[config.mk]
export PLATFORM = sky130hd
export DESIGN_NAME = onewire_temperature_read_sequencer_flat
export DESIGN_NICKNAME = d
export VERILOG_FILES = /design/src/owts_pkg.sv /design/src/owts_ifs.sv /design/src/owts_cfg_regs.sv /design/src/onewire_temperature_read_sequencer.sv /design/src/flat_wrapper.sv
export SDC_FILE = /design/constraint.sdc
export NUM_CORES = 1
export LEC_CHECK = 0
export BUFFER_PORTS_ARGS = -buffer_cell sky130_fd_sc_hd__buf_2
export CORE_ASPECT_RATIO = 0.5
export CORE_MARGIN = 3
export CORE_UTILIZATION = 32
export CTS_CLUSTER_SIZE = 12
export DETAILED_ROUTE_END_ITERATION = 10
export GPL_TIMING_DRIVEN = 0
export REMOVE_ABC_BUFFERS = 1
export SYNTH_ARGS = -nofsm -noshare
export SYNTH_HDL_FRONTEND = slang
export SYNTH_SLANG_ARGS = --single-unit
[constraint.sdc]
create_clock -name i_clk -period 5.15 [get_ports i_clk]
set_input_delay 0 -clock i_clk [delete_from_list [all_inputs] [get_ports i_clk]]
set_output_delay 0 -clock i_clk [all_outputs]
set_load 0.005 [all_outputs]
[src/owts_pkg.sv]
package owts_pkg;

    localparam int TICK_W = 20;
    localparam logic [TICK_W-1:0] TICK_MAX = '1;

    localparam int CFG_IDX_W  = 3;
    localparam int CFG_DATA_W = 20;
    localparam int TEMP_W     = 16;

    localparam logic [CFG_IDX_W-1:0] REG_RESET_LOW     = 3'd0;
    localparam logic [CFG_IDX_W-1:0] REG_PRESENCE_WAIT = 3'd1;
    localparam logic [CFG_IDX_W-1:0] REG_RESET_TAIL    = 3'd2;
    localparam logic [CFG_IDX_W-1:0] REG_SLOT_LOW      = 3'd3;
    localparam logic [CFG_IDX_W-1:0] REG_SLOT          = 3'd4;
    localparam logic [CFG_IDX_W-1:0] REG_BYTE_GAP      = 3'd5;
    localparam logic [CFG_IDX_W-1:0] REG_CONVERSION    = 3'd6;

    localparam logic [7:0] CMD_SKIP_ROM   = 8'hCC;
    localparam logic [7:0] CMD_CONVERT    = 8'h44;
    localparam logic [7:0] CMD_READ_SCRATCH = 8'hBE;

    typedef struct packed {
        logic [9:0]  reset_low_ticks;
        logic [9:0]  presence_wait_ticks;
        logic [9:0]  reset_tail_ticks;
        logic [3:0]  slot_low_ticks;
        logic [7:0]  slot_ticks;
        logic [7:0]  byte_gap_ticks;
        logic [19:0] conversion_ticks;
    } t_cfg;

    localparam t_cfg CFG_RESET = '{
        reset_low_ticks:     10'd600,
        presence_wait_ticks: 10'd100,
        reset_tail_ticks:    10'd30,
        slot_low_ticks:      4'd1,
        slot_ticks:          8'd50,
        byte_gap_ticks:      8'd50,
        conversion_ticks:    20'd800000
    };

    function automatic logic [7:0] cmd_byte(input logic [1:0] idx);
        logic [7:0] b;
        case (idx)
            2'd0:    b = CMD_SKIP_ROM;
            2'd1:    b = CMD_CONVERT;
            2'd2:    b = CMD_SKIP_ROM;
            default: b = CMD_READ_SCRATCH;
        endcase
        return b;
    endfunction

    function automatic logic [TICK_W-1:0] clip_limit(input logic [CFG_DATA_W-1:0] lim);
        logic [31:0] w;
        w = 32'(lim);
        if (w > 32'(TICK_MAX)) begin
            return TICK_MAX;
        end
        return w[TICK_W-1:0];
    endfunction

endpackage

[src/owts_ifs.sv]
interface owts_in_if;
    logic valid;
    logic ready;
    logic start_req;
    logic wait_conversion;
    logic bus_level;

    modport source (output valid, output start_req, output wait_conversion,
                    output bus_level, input ready);
    modport sink (input valid, input start_req, input wait_conversion,
                  input bus_level, output ready);
endinterface

interface owts_res_if;
    logic                                valid;
    logic                                ready;
    logic                                drive_low;
    logic                                busy_res;
    logic                                done_res;
    logic                                presence_seen;
    logic signed [owts_pkg::TEMP_W-1:0]  temperature;

    modport source (output valid, output drive_low, output busy_res, output done_res,
                    output presence_seen, output temperature, input ready);
    modport sink (input valid, input drive_low, input busy_res, input done_res,
                  input presence_seen, input temperature, output ready);
endinterface

interface owts_cfg_if;
    logic                              valid;
    logic                              ready;
    logic [owts_pkg::CFG_IDX_W-1:0]    index;
    logic [owts_pkg::CFG_DATA_W-1:0]   data;

    modport source (output valid, output index, output data, input ready);
    modport sink (input valid, input index, input data, output ready);
endinterface

[src/owts_cfg_regs.sv]
module owts_cfg_regs (
    input  logic            i_clk,
    input  logic            i_rst_n,
    owts_cfg_if.sink        i_cfg,
    output owts_pkg::t_cfg  o_cfg
);

    owts_pkg::t_cfg r_cfg;
    owts_pkg::t_cfg n_cfg;

    assign i_cfg.ready = 1'b1;
    assign o_cfg       = r_cfg;

    always_comb begin
        n_cfg = r_cfg;
        if (i_cfg.valid) begin
            case (i_cfg.index)
                owts_pkg::REG_RESET_LOW:     n_cfg.reset_low_ticks     = i_cfg.data[9:0];
                owts_pkg::REG_PRESENCE_WAIT: n_cfg.presence_wait_ticks = i_cfg.data[9:0];
                owts_pkg::REG_RESET_TAIL:    n_cfg.reset_tail_ticks    = i_cfg.data[9:0];
                owts_pkg::REG_SLOT_LOW:      n_cfg.slot_low_ticks      = i_cfg.data[3:0];
                owts_pkg::REG_SLOT:          n_cfg.slot_ticks          = i_cfg.data[7:0];
                owts_pkg::REG_BYTE_GAP:      n_cfg.byte_gap_ticks      = i_cfg.data[7:0];
                owts_pkg::REG_CONVERSION:    n_cfg.conversion_ticks    = i_cfg.data[19:0];
                default:                     n_cfg = r_cfg;
            endcase
        end
    end

    always_ff @(posedge i_clk) begin
        if (!i_rst_n) begin
            r_cfg <= owts_pkg::CFG_RESET;
        end else begin
            r_cfg <= n_cfg;
        end
    end

endmodule

[src/onewire_temperature_read_sequencer.sv]
// one input transaction is one bus tick and yields exactly one result transaction
// latency: the result is registered and shown the cycle after the tick is taken
// throughput: one tick per cycle unless the sink stalls the single output register
// a read takes two reset sequences, four command bytes, optional conversion and 16 slots
// synchronous active-low reset returns to idle with zero temperature and default timing
module onewire_temperature_read_sequencer (
    input  logic        i_clk,
    input  logic        i_rst_n,
    owts_in_if.sink     i_in,
    owts_res_if.source  o_res,
    owts_cfg_if.sink    i_cfg
);

    localparam logic [3:0] PH_IDLE     = 4'd0;
    localparam logic [3:0] PH_RST_LOW  = 4'd1;
    localparam logic [3:0] PH_RST_WAIT = 4'd2;
    localparam logic [3:0] PH_RST_TAIL = 4'd3;
    localparam logic [3:0] PH_WR_LOW   = 4'd4;
    localparam logic [3:0] PH_WR_SLOT  = 4'd5;
    localparam logic [3:0] PH_WR_GAP   = 4'd6;
    localparam logic [3:0] PH_CONV     = 4'd7;
    localparam logic [3:0] PH_RD_LOW   = 4'd8;
    localparam logic [3:0] PH_RD_SLOT  = 4'd9;
    localparam logic [3:0] PH_DONE     = 4'd10;

    owts_pkg::t_cfg cfg;

    logic [3:0]                    r_phase,    n_phase;
    logic [owts_pkg::TICK_W-1:0]   r_tick,     n_tick;
    logic [3:0]                    r_bit,      n_bit;
    logic [2:0]                    r_byte,     n_byte;
    logic [15:0]                   r_shift,    n_shift;
    logic                          r_presence, n_presence;
    logic                          r_wait,     n_wait;
    logic [owts_pkg::TEMP_W-1:0]   r_temp,     n_temp;

    logic                          r_out_valid;
    logic                          r_drive, r_busy, r_done, r_pres_out;
    logic [owts_pkg::TEMP_W-1:0]   r_temp_out;

    logic                            accept;
    logic                            drive, busy, done;
    logic [owts_pkg::TICK_W-1:0]     tick_inc;
    logic [owts_pkg::CFG_DATA_W-1:0] lim_raw;
    logic [owts_pkg::TICK_W-1:0]     lim;
    logic                            cnt_done;
    logic [15:0]                     rd_shift;
    logic                            go_gap, go_after, go_tail, go_begin, go_reset;

    owts_cfg_regs u_cfg_regs (
        .i_clk   (i_clk),
        .i_rst_n (i_rst_n),
        .i_cfg   (i_cfg),
        .o_cfg   (cfg)
    );

    assign i_in.ready = !r_out_valid || o_res.ready;
    assign accept     = i_in.valid && i_in.ready;

    assign o_res.valid         = r_out_valid;
    assign o_res.drive_low     = r_drive;
    assign o_res.busy_res      = r_busy;
    assign o_res.done_res      = r_done;
    assign o_res.presence_seen = r_pres_out;
    assign o_res.temperature   = $signed(r_temp_out);

    // tick limit of the current phase
    always_comb begin
        case (r_phase)
            PH_RST_LOW:              lim_raw = 20'(cfg.reset_low_ticks);
            PH_RST_WAIT:             lim_raw = 20'(cfg.presence_wait_ticks);
            PH_RST_TAIL:             lim_raw = 20'(cfg.reset_tail_ticks);
            PH_WR_LOW, PH_RD_LOW:    lim_raw = 20'(cfg.slot_low_ticks);
            PH_WR_SLOT, PH_RD_SLOT:  lim_raw = 20'(cfg.slot_ticks);
            PH_WR_GAP:               lim_raw = 20'(cfg.byte_gap_ticks);
            PH_CONV:                 lim_raw = cfg.conversion_ticks;
            default:                 lim_raw = '0;
        endcase
    end

    assign lim      = owts_pkg::clip_limit(lim_raw);
    assign tick_inc = (r_tick < owts_pkg::TICK_MAX) ? r_tick + 1'b1 : r_tick;
    assign cnt_done = tick_inc >= lim;
    assign rd_shift = (r_tick == '0) ? {i_in.bus_level, r_shift[15:1]} : r_shift;

    always_comb begin
        n_phase    = r_phase;
        n_tick     = r_tick;
        n_bit      = r_bit;
        n_byte     = r_byte;
        n_shift    = r_shift;
        n_presence = r_presence;
        n_wait     = r_wait;
        n_temp     = r_temp;
        drive      = 1'b0;
        busy       = 1'b1;
        done       = 1'b0;
        go_gap     = 1'b0;
        go_after   = 1'b0;
        go_tail    = 1'b0;
        go_begin   = 1'b0;
        go_reset   = 1'b0;

        case (r_phase)
            PH_RST_LOW: begin
                drive  = 1'b1;
                n_tick = tick_inc;
                if (cnt_done) begin
                    n_tick  = '0;
                    n_phase = PH_RST_WAIT;
                end
            end
            PH_RST_WAIT: begin
                n_tick = tick_inc;
                if (cnt_done) begin
                    n_presence = ~i_in.bus_level;
                    go_tail    = 1'b1;
                end
            end
            PH_RST_TAIL: begin
                n_tick = tick_inc;
                if (cnt_done) begin
                    go_begin = 1'b1;
                end
            end
            PH_WR_LOW, PH_RD_LOW: begin
                drive  = 1'b1;
                n_tick = tick_inc;
                if (cnt_done) begin
                    n_tick  = '0;
                    n_phase = (r_phase == PH_WR_LOW) ? PH_WR_SLOT : PH_RD_SLOT;
                end
            end
            PH_WR_SLOT: begin
                drive  = ~r_shift[0];
                n_tick = tick_inc;
                if (cnt_done) begin
                    n_shift = {1'b0, r_shift[15:1]};
                    if (r_bit >= 4'd7) begin
                        go_gap = 1'b1;
                    end else begin
                        n_bit   = r_bit + 1'b1;
                        n_tick  = '0;
                        n_phase = PH_WR_LOW;
                    end
                end
            end
            PH_WR_GAP: begin
                n_tick = tick_inc;
                if (cnt_done) begin
                    go_after = 1'b1;
                end
            end
            PH_CONV: begin
                n_tick = tick_inc;
                if (cnt_done) begin
                    go_reset = 1'b1;
                end
            end
            PH_RD_SLOT: begin
                n_shift = rd_shift;
                n_tick  = tick_inc;
                if (cnt_done) begin
                    n_tick = '0;
                    if (r_bit >= 4'd15) begin
                        n_temp  = rd_shift;
                        n_bit   = '0;
                        n_phase = PH_DONE;
                    end else begin
                        n_bit   = r_bit + 1'b1;
                        n_phase = PH_RD_LOW;
                    end
                end
            end
            PH_DONE: begin
                busy    = 1'b0;
                done    = 1'b1;
                n_phase = PH_IDLE;
            end
            default: begin
                busy    = 1'b0;
                n_phase = PH_IDLE;
                if (i_in.start_req) begin
                    n_wait   = i_in.wait_conversion;
                    n_byte   = '0;
                    n_bit    = '0;
                    go_reset = 1'b1;
                end
            end
        endcase

        // follow-on transitions, in the order they chain
        if (go_gap) begin
            n_tick = '0;
            if (cfg.byte_gap_ticks == '0) begin
                go_after = 1'b1;
            end else begin
                n_phase = PH_WR_GAP;
            end
        end
        if (go_after) begin
            n_byte = r_byte + 1'b1;
            n_tick = '0;
            if (n_byte == 3'd2) begin
                if (r_wait && cfg.conversion_ticks != '0) begin
                    n_phase = PH_CONV;
                end else begin
                    go_reset = 1'b1;
                end
            end else begin
                go_begin = 1'b1;
            end
        end
        if (go_tail) begin
            n_tick = '0;
            if (cfg.reset_tail_ticks == '0) begin
                go_begin = 1'b1;
            end else begin
                n_phase = PH_RST_TAIL;
            end
        end
        if (go_begin) begin
            n_tick = '0;
            n_bit  = '0;
            if (n_byte >= 3'd4) begin
                n_shift = '0;
                n_phase = PH_RD_LOW;
            end else begin
                n_shift = {8'h00, owts_pkg::cmd_byte(n_byte[1:0])};
                n_phase = PH_WR_LOW;
            end
        end
        if (go_reset) begin
            n_tick  = '0;
            n_phase = PH_RST_LOW;
        end
    end

    always_ff @(posedge i_clk) begin
        if (!i_rst_n) begin
            r_phase     <= PH_IDLE;
            r_tick      <= '0;
            r_bit       <= '0;
            r_byte      <= '0;
            r_shift     <= '0;
            r_presence  <= 1'b0;
            r_wait      <= 1'b0;
            r_temp      <= '0;
            r_out_valid <= 1'b0;
        end else begin
            if (accept) begin
                r_phase    <= n_phase;
                r_tick     <= n_tick;
                r_bit      <= n_bit;
                r_byte     <= n_byte;
                r_shift    <= n_shift;
                r_presence <= n_presence;
                r_wait     <= n_wait;
                r_temp     <= n_temp;
            end
            if (accept) begin
                r_out_valid <= 1'b1;
            end else if (o_res.ready) begin
                r_out_valid <= 1'b0;
            end
        end
    end

    // result payload
    always_ff @(posedge i_clk) begin
        if (accept) begin
            r_drive    <= drive;
            r_busy     <= busy;
            r_done     <= done;
            r_pres_out <= n_presence;
            r_temp_out <= n_temp;
        end
    end

endmodule

[src/flat_wrapper.sv]
// flat-port wrapper written by rule: the top's interface ports become plain ports
module onewire_temperature_read_sequencer_flat 
  (i_clk, i_rst_n, i_in_valid, i_in_start_req, i_in_wait_conversion, i_in_bus_level, i_in_ready, o_res_valid, o_res_drive_low, o_res_busy_res, o_res_done_res, o_res_presence_seen, o_res_temperature, o_res_ready, i_cfg_valid, i_cfg_index, i_cfg_data, i_cfg_ready);
  owts_in_if i_in_i ();
  owts_res_if o_res_i ();
  owts_cfg_if i_cfg_i ();
  input  logic i_clk;
  input  logic i_rst_n;
  input wire logic [$bits(i_in_i.valid)-1:0] i_in_valid;
  input wire logic [$bits(i_in_i.start_req)-1:0] i_in_start_req;
  input wire logic [$bits(i_in_i.wait_conversion)-1:0] i_in_wait_conversion;
  input wire logic [$bits(i_in_i.bus_level)-1:0] i_in_bus_level;
  output wire logic [$bits(i_in_i.ready)-1:0] i_in_ready;
  output wire logic [$bits(o_res_i.valid)-1:0] o_res_valid;
  output wire logic [$bits(o_res_i.drive_low)-1:0] o_res_drive_low;
  output wire logic [$bits(o_res_i.busy_res)-1:0] o_res_busy_res;
  output wire logic [$bits(o_res_i.done_res)-1:0] o_res_done_res;
  output wire logic [$bits(o_res_i.presence_seen)-1:0] o_res_presence_seen;
  output wire logic [$bits(o_res_i.temperature)-1:0] o_res_temperature;
  input wire logic [$bits(o_res_i.ready)-1:0] o_res_ready;
  input wire logic [$bits(i_cfg_i.valid)-1:0] i_cfg_valid;
  input wire logic [$bits(i_cfg_i.index)-1:0] i_cfg_index;
  input wire logic [$bits(i_cfg_i.data)-1:0] i_cfg_data;
  output wire logic [$bits(i_cfg_i.ready)-1:0] i_cfg_ready;
  assign i_in_i.valid = i_in_valid;
  assign i_in_i.start_req = i_in_start_req;
  assign i_in_i.wait_conversion = i_in_wait_conversion;
  assign i_in_i.bus_level = i_in_bus_level;
  assign i_in_ready = i_in_i.ready;
  assign o_res_valid = o_res_i.valid;
  assign o_res_drive_low = o_res_i.drive_low;
  assign o_res_busy_res = o_res_i.busy_res;
  assign o_res_done_res = o_res_i.done_res;
  assign o_res_presence_seen = o_res_i.presence_seen;
  assign o_res_temperature = o_res_i.temperature;
  assign o_res_i.ready = o_res_ready;
  assign i_cfg_i.valid = i_cfg_valid;
  assign i_cfg_i.index = i_cfg_index;
  assign i_cfg_i.data = i_cfg_data;
  assign i_cfg_ready = i_cfg_i.ready;
  onewire_temperature_read_sequencer u_core (.i_clk(i_clk), .i_rst_n(i_rst_n), .i_in(i_in_i), .o_res(o_res_i), .i_cfg(i_cfg_i));
endmodule
==> results of run 1 <==
==> stage by stage <==
| stage | hold slack, ns | utilization | total power [W] | std cells |
|---|---|---|---|---|
| floorplan | 0.06194 | - | 0.001470 | 967 |
| global placement | 0.2134 | 0.3457 | 0.001581 | 1363 |
| detailed placement | 0.2231 | 0.3477 | 0.001590 | 1366 |
| CTS | 0.05333 | 0.3820 | 0.002919 | 1423 |
| global route | 0.1155 | 0.3838 | 0.003013 | 1423 |
| finish | 0.08322 | 0.3838 | 0.002899 | 1423 |
==> cell usage in the layout (no fill, tap or decap), drive strengths merged, types with 8 or more instances in the layout <==
cell and instances:
nand2 227, nor3 11, xnor2 13, edfxtp 20
inv 20, nor4 17, buf 56, and3 10
a21oi 130, ha 25, a222oi 8, o31ai 11
nand3 58, nor2 53, mux2 32, mux2i 26
nand4 26, nand2b 17, dlygate4sd3 24, o21ai 33
dfxtp 136, clkbuf 20, or3b 8
==> sequential cells by signal, summed over array words and instances, names as in the netlist <==
name / flops
u_core.r_temp: 16
u_core.r_byte: 3
u_core.r_bit: 4
u_core.o_res.busy_res: 1
u_core.o_res.presence_seen: 1
u_core.o_res.temperature: 16
u_core.r_phase: 4
u_core.o_res.valid: 1
u_core.r_tick: 20
u_core.r_shift: 16
u_core.o_res.done_res: 1
u_core.u_cfg_regs.o_cfg: 70
u_core.o_res.drive_low: 1
u_core.r_presence: 1
u_core.r_wait: 1
==> layer usage <==
| layer | global-route usage | share of wire | up-vias |
|---|---|---|---|
| met3 | 0.04216 | 0.062 | 31 |
| met4 | 0.05534 | 0.014 | 8 |
| met5 | 0 | 0.0020 | - |
| met1 | 0.2160 | 0.46 | 3702 |
| met2 | 0.2775 | 0.46 | 246 |
| li1 | - | - | 3768 |
==> power by group through the flow <==
stage | registers (W) | clock network [W] | logic [W]
2_1_floorplan | 0.00130 | 0 | 0.000169
3_3_place_gp | 0.00131 | 0 | 0.000275
3_5_place_dp | 0.00131 | 0 | 0.000283
4_1_cts | 0.00128 | 0.00133 | 0.000306
5_1_grt | 0.00128 | 0.00139 | 0.000341
6_report | 0.00128 | 0.00131 | 0.000313
==> worst paths after layout <==
| path | startpoint | endpoint | slack, ns |
|---|---|---|---|
| worst max-delay path | u_core.r_tick[5] | u_core.r_tick[13] | 0.23 |
| worst min-delay path | i_in_start_req | u_core.r_wait | 0.08 |
| worst max register to register | u_core.r_tick[5] | u_core.r_tick[13] | 0.23 |
| worst min register to register | u_core.r_temp[15] | u_core.r_temp[15] | 0.45 |
==> cells by family (layout without fill, tap and decap cells) <==
| group | after synthesis | count (layout) | share of synthesized area |
|---|---|---|---|
| AO/OA/AOI/OAI | 241 | 241 | 0.1796 |
| XOR/XNOR | 19 | 19 | 0.01981 |
| adder cells (fa/ha/maj) | 25 | 25 | 0.03724 |
| buffers and inverters | 83 | 129 | 0.04066 |
| flip-flops | 156 | 156 | 0.3956 |
| multiplexers | 58 | 58 | 0.07387 |
| other | 1 | 1 | 0.0004464 |
| AND/OR/NAND/NOR | 450 | 450 | 0.2528 |
==> cell type report <==
type	instances	area (um2)
fill	2547	15710
multi-input combinational	794	4811
sequential	156	3324
timing repair buffer	80	543.0
clock buffer	20	446.7
tap	344	430.4
clock inverter	12	160.2
inverter	17	68.82
==> worst max-delay path, cell delays in order (launching register included) <==
cell and delay [ns]:
dfxtp_1 0.60, nand4_1 0.27, or3_1 0.44, o21ai_0 0.48
or4_1 0.26, xnor2_1 0.12, ha_1 0.36, nand4_2 0.17
nor4_4 0.41, nand3b_2 0.30, nand4_1 0.27, buf_4 0.24
a21o_1 0.54, nand4_1 0.17, a21oi_1 0.19
==> timing repair <==
action	CTS	global route
endpoints found under the hold margin	75	0
hold buffers	24	0
endpoints found under the setup margin	28	36
buffers inserted	1	0
cloned	0	0
pin swaps	1	0
gates resized for setup	6	6
==> flow_summary.json, run 1 <==
{
  "p_seq_frac": 0.442,
  "finalSetupViolations": 0,
  "setup.worst_path.end_class": "flop",
  "tns_ns": 0,
  "cts_tree": "yes",
  "portBuffers": 52,
  "ir_drop_v": 0.0002366,
  "synth.avg_cell_area_um2": 8.132,
  "overflow": 0,
  "pwr-share-clk": 0.450,
  "firstDrtPassIters": 7,
  "grt_max_degree": 97,
  "cts_buffer_depth": 2,
  "p_per_area_nw_per_um2": 296.3,
  "crit_arrival_ns": 5.26,
  "cap_violations": 0,
  "grt_usage": 0.1680,
  "whs_path_depth": 4,
  "synthTopCellsByCount": "227 x nand2_1, 136 x dfxtp_1, 129 x a21oi_1",
  "drc": 0,
  "start_kind": "flop",
  "synth_area_leader_cell": "dfxtp_1",
  "fin_area_um2": 9784,
  "dieArea_um2": 28350,
  "fmax_mhz": 203.2,
  "drive_gt1_frac": 0.1437,
  "setup_ws_ns": 0.2287,
  "p_switching_w": 0.0007635,
  "worst-setup-path-type": "reg -> reg",
  "syn_to_final_growth_pct": 16.47,
  "internal-power_w": 0.002136,
  "die_x_um": 235.1,
  "yosysMostFrequentCell": "nand2_1",
  "yosysUniqueCellTypes": 72,
  "maxSlewHeadroom": 0.1321,
  "rsz0062_at_grt": "no",
  "drt_iter0_drc": 716,
  "synth_cells": 1033,
  "grt_pass1_vias": 7454,
  "combPwrFrac": 0.108,
  "p_leak_nw": 3.628,
  "postPlaceCellArea_um2": 8865,
  "finalCritPeriodShare": 0.9556,
  "clkLatencyLatePin_ns": 0.43,
  "ys_ff_latch": 156,
  "worstMarginPinSlew_ns": 1.292,
  "rows": 41,
  "status": "finished clean",
  "drt_wl_total_um": 23720,
  "grt_pass1_wl_um": 38570,
  "cts_root_buffer": "clkbuf_16",
  "path_clk_slew_ns": 0.07,
  "finalNetCount": 1122,
  "via_per_inst": 5.450,
  "antenna_found_initial": 4,
  "ys_warn_count": 0,
  "synth_area_leaders": "dfxtp_1 32%, nand2_1 10%, a21oi_1 7.7%, edfxtp_1 7.1%, mux2_2 4.0%",
  "switching_share": 0.2633,
  "wl_per_cell_um": 16.67,
  "cts_num_sinks": 156,
  "gp_congestion": 0.8511,
  "holdCritPathClass": "in -> reg",
  "die_h_um": 120.6,
  "required_ns": 5.49,
  "cp_max_fo": 16,
  "cts_max_level": 4,
  "numCtsBuffers": 17,
  "coreArea_um2": 25500,
  "synth_edf_count": 20,
  "fin_worst_skew_ns": 0.01148,
  "syn_area_um2": 8401,
  "start_util": 0.3295,
  "rr_worst_depth": 14,
  "vias": 7755,
  "synth_flop_cell": "dfxtp_1",
  "synth_top_area_share": 0.3241,
  "antenna_left": 0,
  "post-route-min-period_ns": 4.921,
  "pin_count": 54,
  "hold_viol_final": 0,
  "async_flop_share": 0,
  "slew_violations": 0,
  "dp_hpwl_um": 15760,
  "dpl_worst_slack_ns": -0.6192,
  "insertedDiodeCount": 0,
  "ys_seq_area_frac": 0.3956
}
No activity file was read; power rests on OpenSTA's default activity.
==> run 2, diff against run 1 <==
--- a/config.mk
+++ b/config.mk
@@ -5,6 +5,7 @@
 export SDC_FILE = /design/constraint.sdc
 export NUM_CORES = 1
 export LEC_CHECK = 0
+export ABC_CLOCK_PERIOD_IN_PS = 5150
 export BUFFER_PORTS_ARGS = -buffer_cell sky130_fd_sc_hd__buf_2
 export CORE_ASPECT_RATIO = 0.5
 export CORE_MARGIN = 3
@@ -12,6 +13,7 @@
 export CTS_CLUSTER_SIZE = 12
 export DETAILED_ROUTE_END_ITERATION = 10
 export GPL_TIMING_DRIVEN = 0
+export MAX_ROUTING_LAYER = met4
 export REMOVE_ABC_BUFFERS = 1
 export SYNTH_ARGS = -nofsm -noshare
 export SYNTH_HDL_FRONTEND = slang
==> flow_summary.json, run 2 (synthesis gave the netlist of run 1 again) <==
{
  "status": "finished clean",
  "gp_congestion": 0.8646,
  "antenna_found_initial": 4,
  "final_cell_mix": "225 x nand2_1, 135 x dfxtp_1, 128 x a21oi_1, 57 x nand3_1, 52 x buf_2",
  "maxSlewHeadroom": 0.1552,
  "firstDrtPassIters": 7,
  "cap_violations": 0,
  "start_util": 0.3295,
  "cts_buffer_depth": 2,
  "syn_to_final_growth_pct": 16.59,
  "dp_hpwl_um": 15760,
  "cts_root_buffer": "clkbuf_16",
  "worst-setup-path-type": "reg -> reg",
  "numCtsBuffers": 17,
  "drt_iter0_drc": 685,
  "cts_max_level": 4,
  "postPlaceCellArea_um2": 8865,
  "die_h_um": 120.6,
  "hold_start": "i_in_start_req",
  "drt_wl_total_um": 23800,
  "final_common_cell": "nand2_1",
  "dieArea_um2": 28350,
  "die_x_um": 235.1,
  "grt_pass1_vias": 7432,
  "fmax_mhz": 201.4,
  "required_ns": 5.49,
  "setup_ws_ns": 0.1854,
  "finalPower_w": 0.002903,
  "finalSetupViolations": 0,
  "hold_viol_final": 0,
  "start_kind": "flop",
  "post-route-min-period_ns": 4.965,
  "setup.worst_path.end_class": "flop",
  "finalNetCount": 1122,
  "p_per_area_nw_per_um2": 296.4,
  "grt_max_degree": 97,
  "dpl_worst_slack_ns": -0.6192,
  "reg2reg_from": "u_core.r_tick[5]",
  "vias": 7709,
  "p_leak_nw": 3.628,
  "wl_per_cell_um": 16.68,
  "fin_worst_skew_ns": 0.01171,
  "cts_num_sinks": 156,
  "drc": 0,
  "ir_drop_v": 0.0002371,
  "grt_usage": 0.1731,
  "coreArea_um2": 25500,
  "overflow": 0,
  "critical_path.startpoint": "u_core.r_tick[5]",
  "fin_area_um2": 9794,
  "pin_count": 54,
  "via_per_inst": 5.402,
  "whs_ns": 0.07351,
  "largest_register_ffs": 70,
  "finalCritPeriodShare": 0.9640,
  "clkLatencyLatePin_ns": 0.43,
  "cts_tree": "yes",
  "holdCritPathClass": "in -> reg",
  "n_fill_cell": 2547,
  "antenna_left": 0,
  "rows": 41,
  "slew_violations": 0,
  "rsz0062_at_grt": "no",
  "path_clk_slew_ns": 0.07,
  "crit_arrival_ns": 5.30,
  "cp_max_fo": 16,
  "grt_pass1_wl_um": 38590,
  "portBuffers": 52,
  "worstMarginPinSlew_ns": 1.257,
  "drive_gt1_frac": 0.1437
}
==> run 2: final timing paths <==
kind | endpoint | slack (ns) | cells after the start
max reg2reg | u_core.r_tick[13] | 0.19 | 14
min reg2reg | u_core.r_temp[15] | 0.45 | 2
max | u_core.r_tick[13] | 0.19 | 14
min | u_core.r_wait | 0.07 | 4
==> run 2: worst max-delay path, cell delays in order, from the launching register on <==
cell,delay [ns]
dfxtp_1,0.61
nand4_1,0.26
or3_1,0.44
o21ai_0,0.48
or4_1,0.26
xnor2_1,0.13
ha_1,0.36
nand4_2,0.17
nor4_4,0.42
nand3b_2,0.31
nand4_1,0.27
buf_4,0.24
a21o_1,0.56
nand4_1,0.17
a21oi_1,0.19
==> run 2: per-layer routing <==
metal | GRT usage | routed length [um]
met2 | 0.2772 | 11070
met5 | - | 0
met1 | 0.2172 | 10920
met3 | 0.03943 | 1445
met4 | 0.05992 | 365
==> run 2: area by class of cell <==
| type | count | area (um2) | area share |
|---|---|---|---|
| tap | 344 | 430.4 | 0.04394 |
| antenna | 4 | 10.01 | 0.001022 |
| sequential | 156 | 3324 | 0.3394 |
| timing repair buffer | 80 | 543.0 | 0.05544 |
| inverter | 17 | 68.82 | 0.007026 |
| clock buffer | 20 | 446.7 | 0.04561 |
| multi-input combinational | 794 | 4811 | 0.4912 |
| clock inverter | 12 | 160.2 | 0.01635 |
==> run 2: what timing repair did <==
item / 4_1_cts / 5_1_grt
endpoints found under the setup margin: 28 / 36
hold buffers: 24 / 0
endpoints found under the hold margin: 75 / 0
pin swaps: 1 / 0
buffers inserted: 1 / 0
resized for setup: 6 / 6
==> run 2: per-stage QoR <==
stage	instances	utilization	TNS, ns
6_report	1427	0.3842	0
4_1_cts	1423	0.3820	0
2_1_floorplan	967	-	0
3_5_place_dp	1366	0.3477	-9.566
3_3_place_gp	1363	0.3457	-40.29
5_1_grt	1427	0.3842	0
==> run 2: power by group <==
part	total, W	internal, W	switching, W
Clock	0.00131	0.000780	0.000530
Sequential	0.00128	0.00126	0.0000227
Combinational	0.000313	0.0000981	0.000215
Total	0.00290	0.00214	0.000768
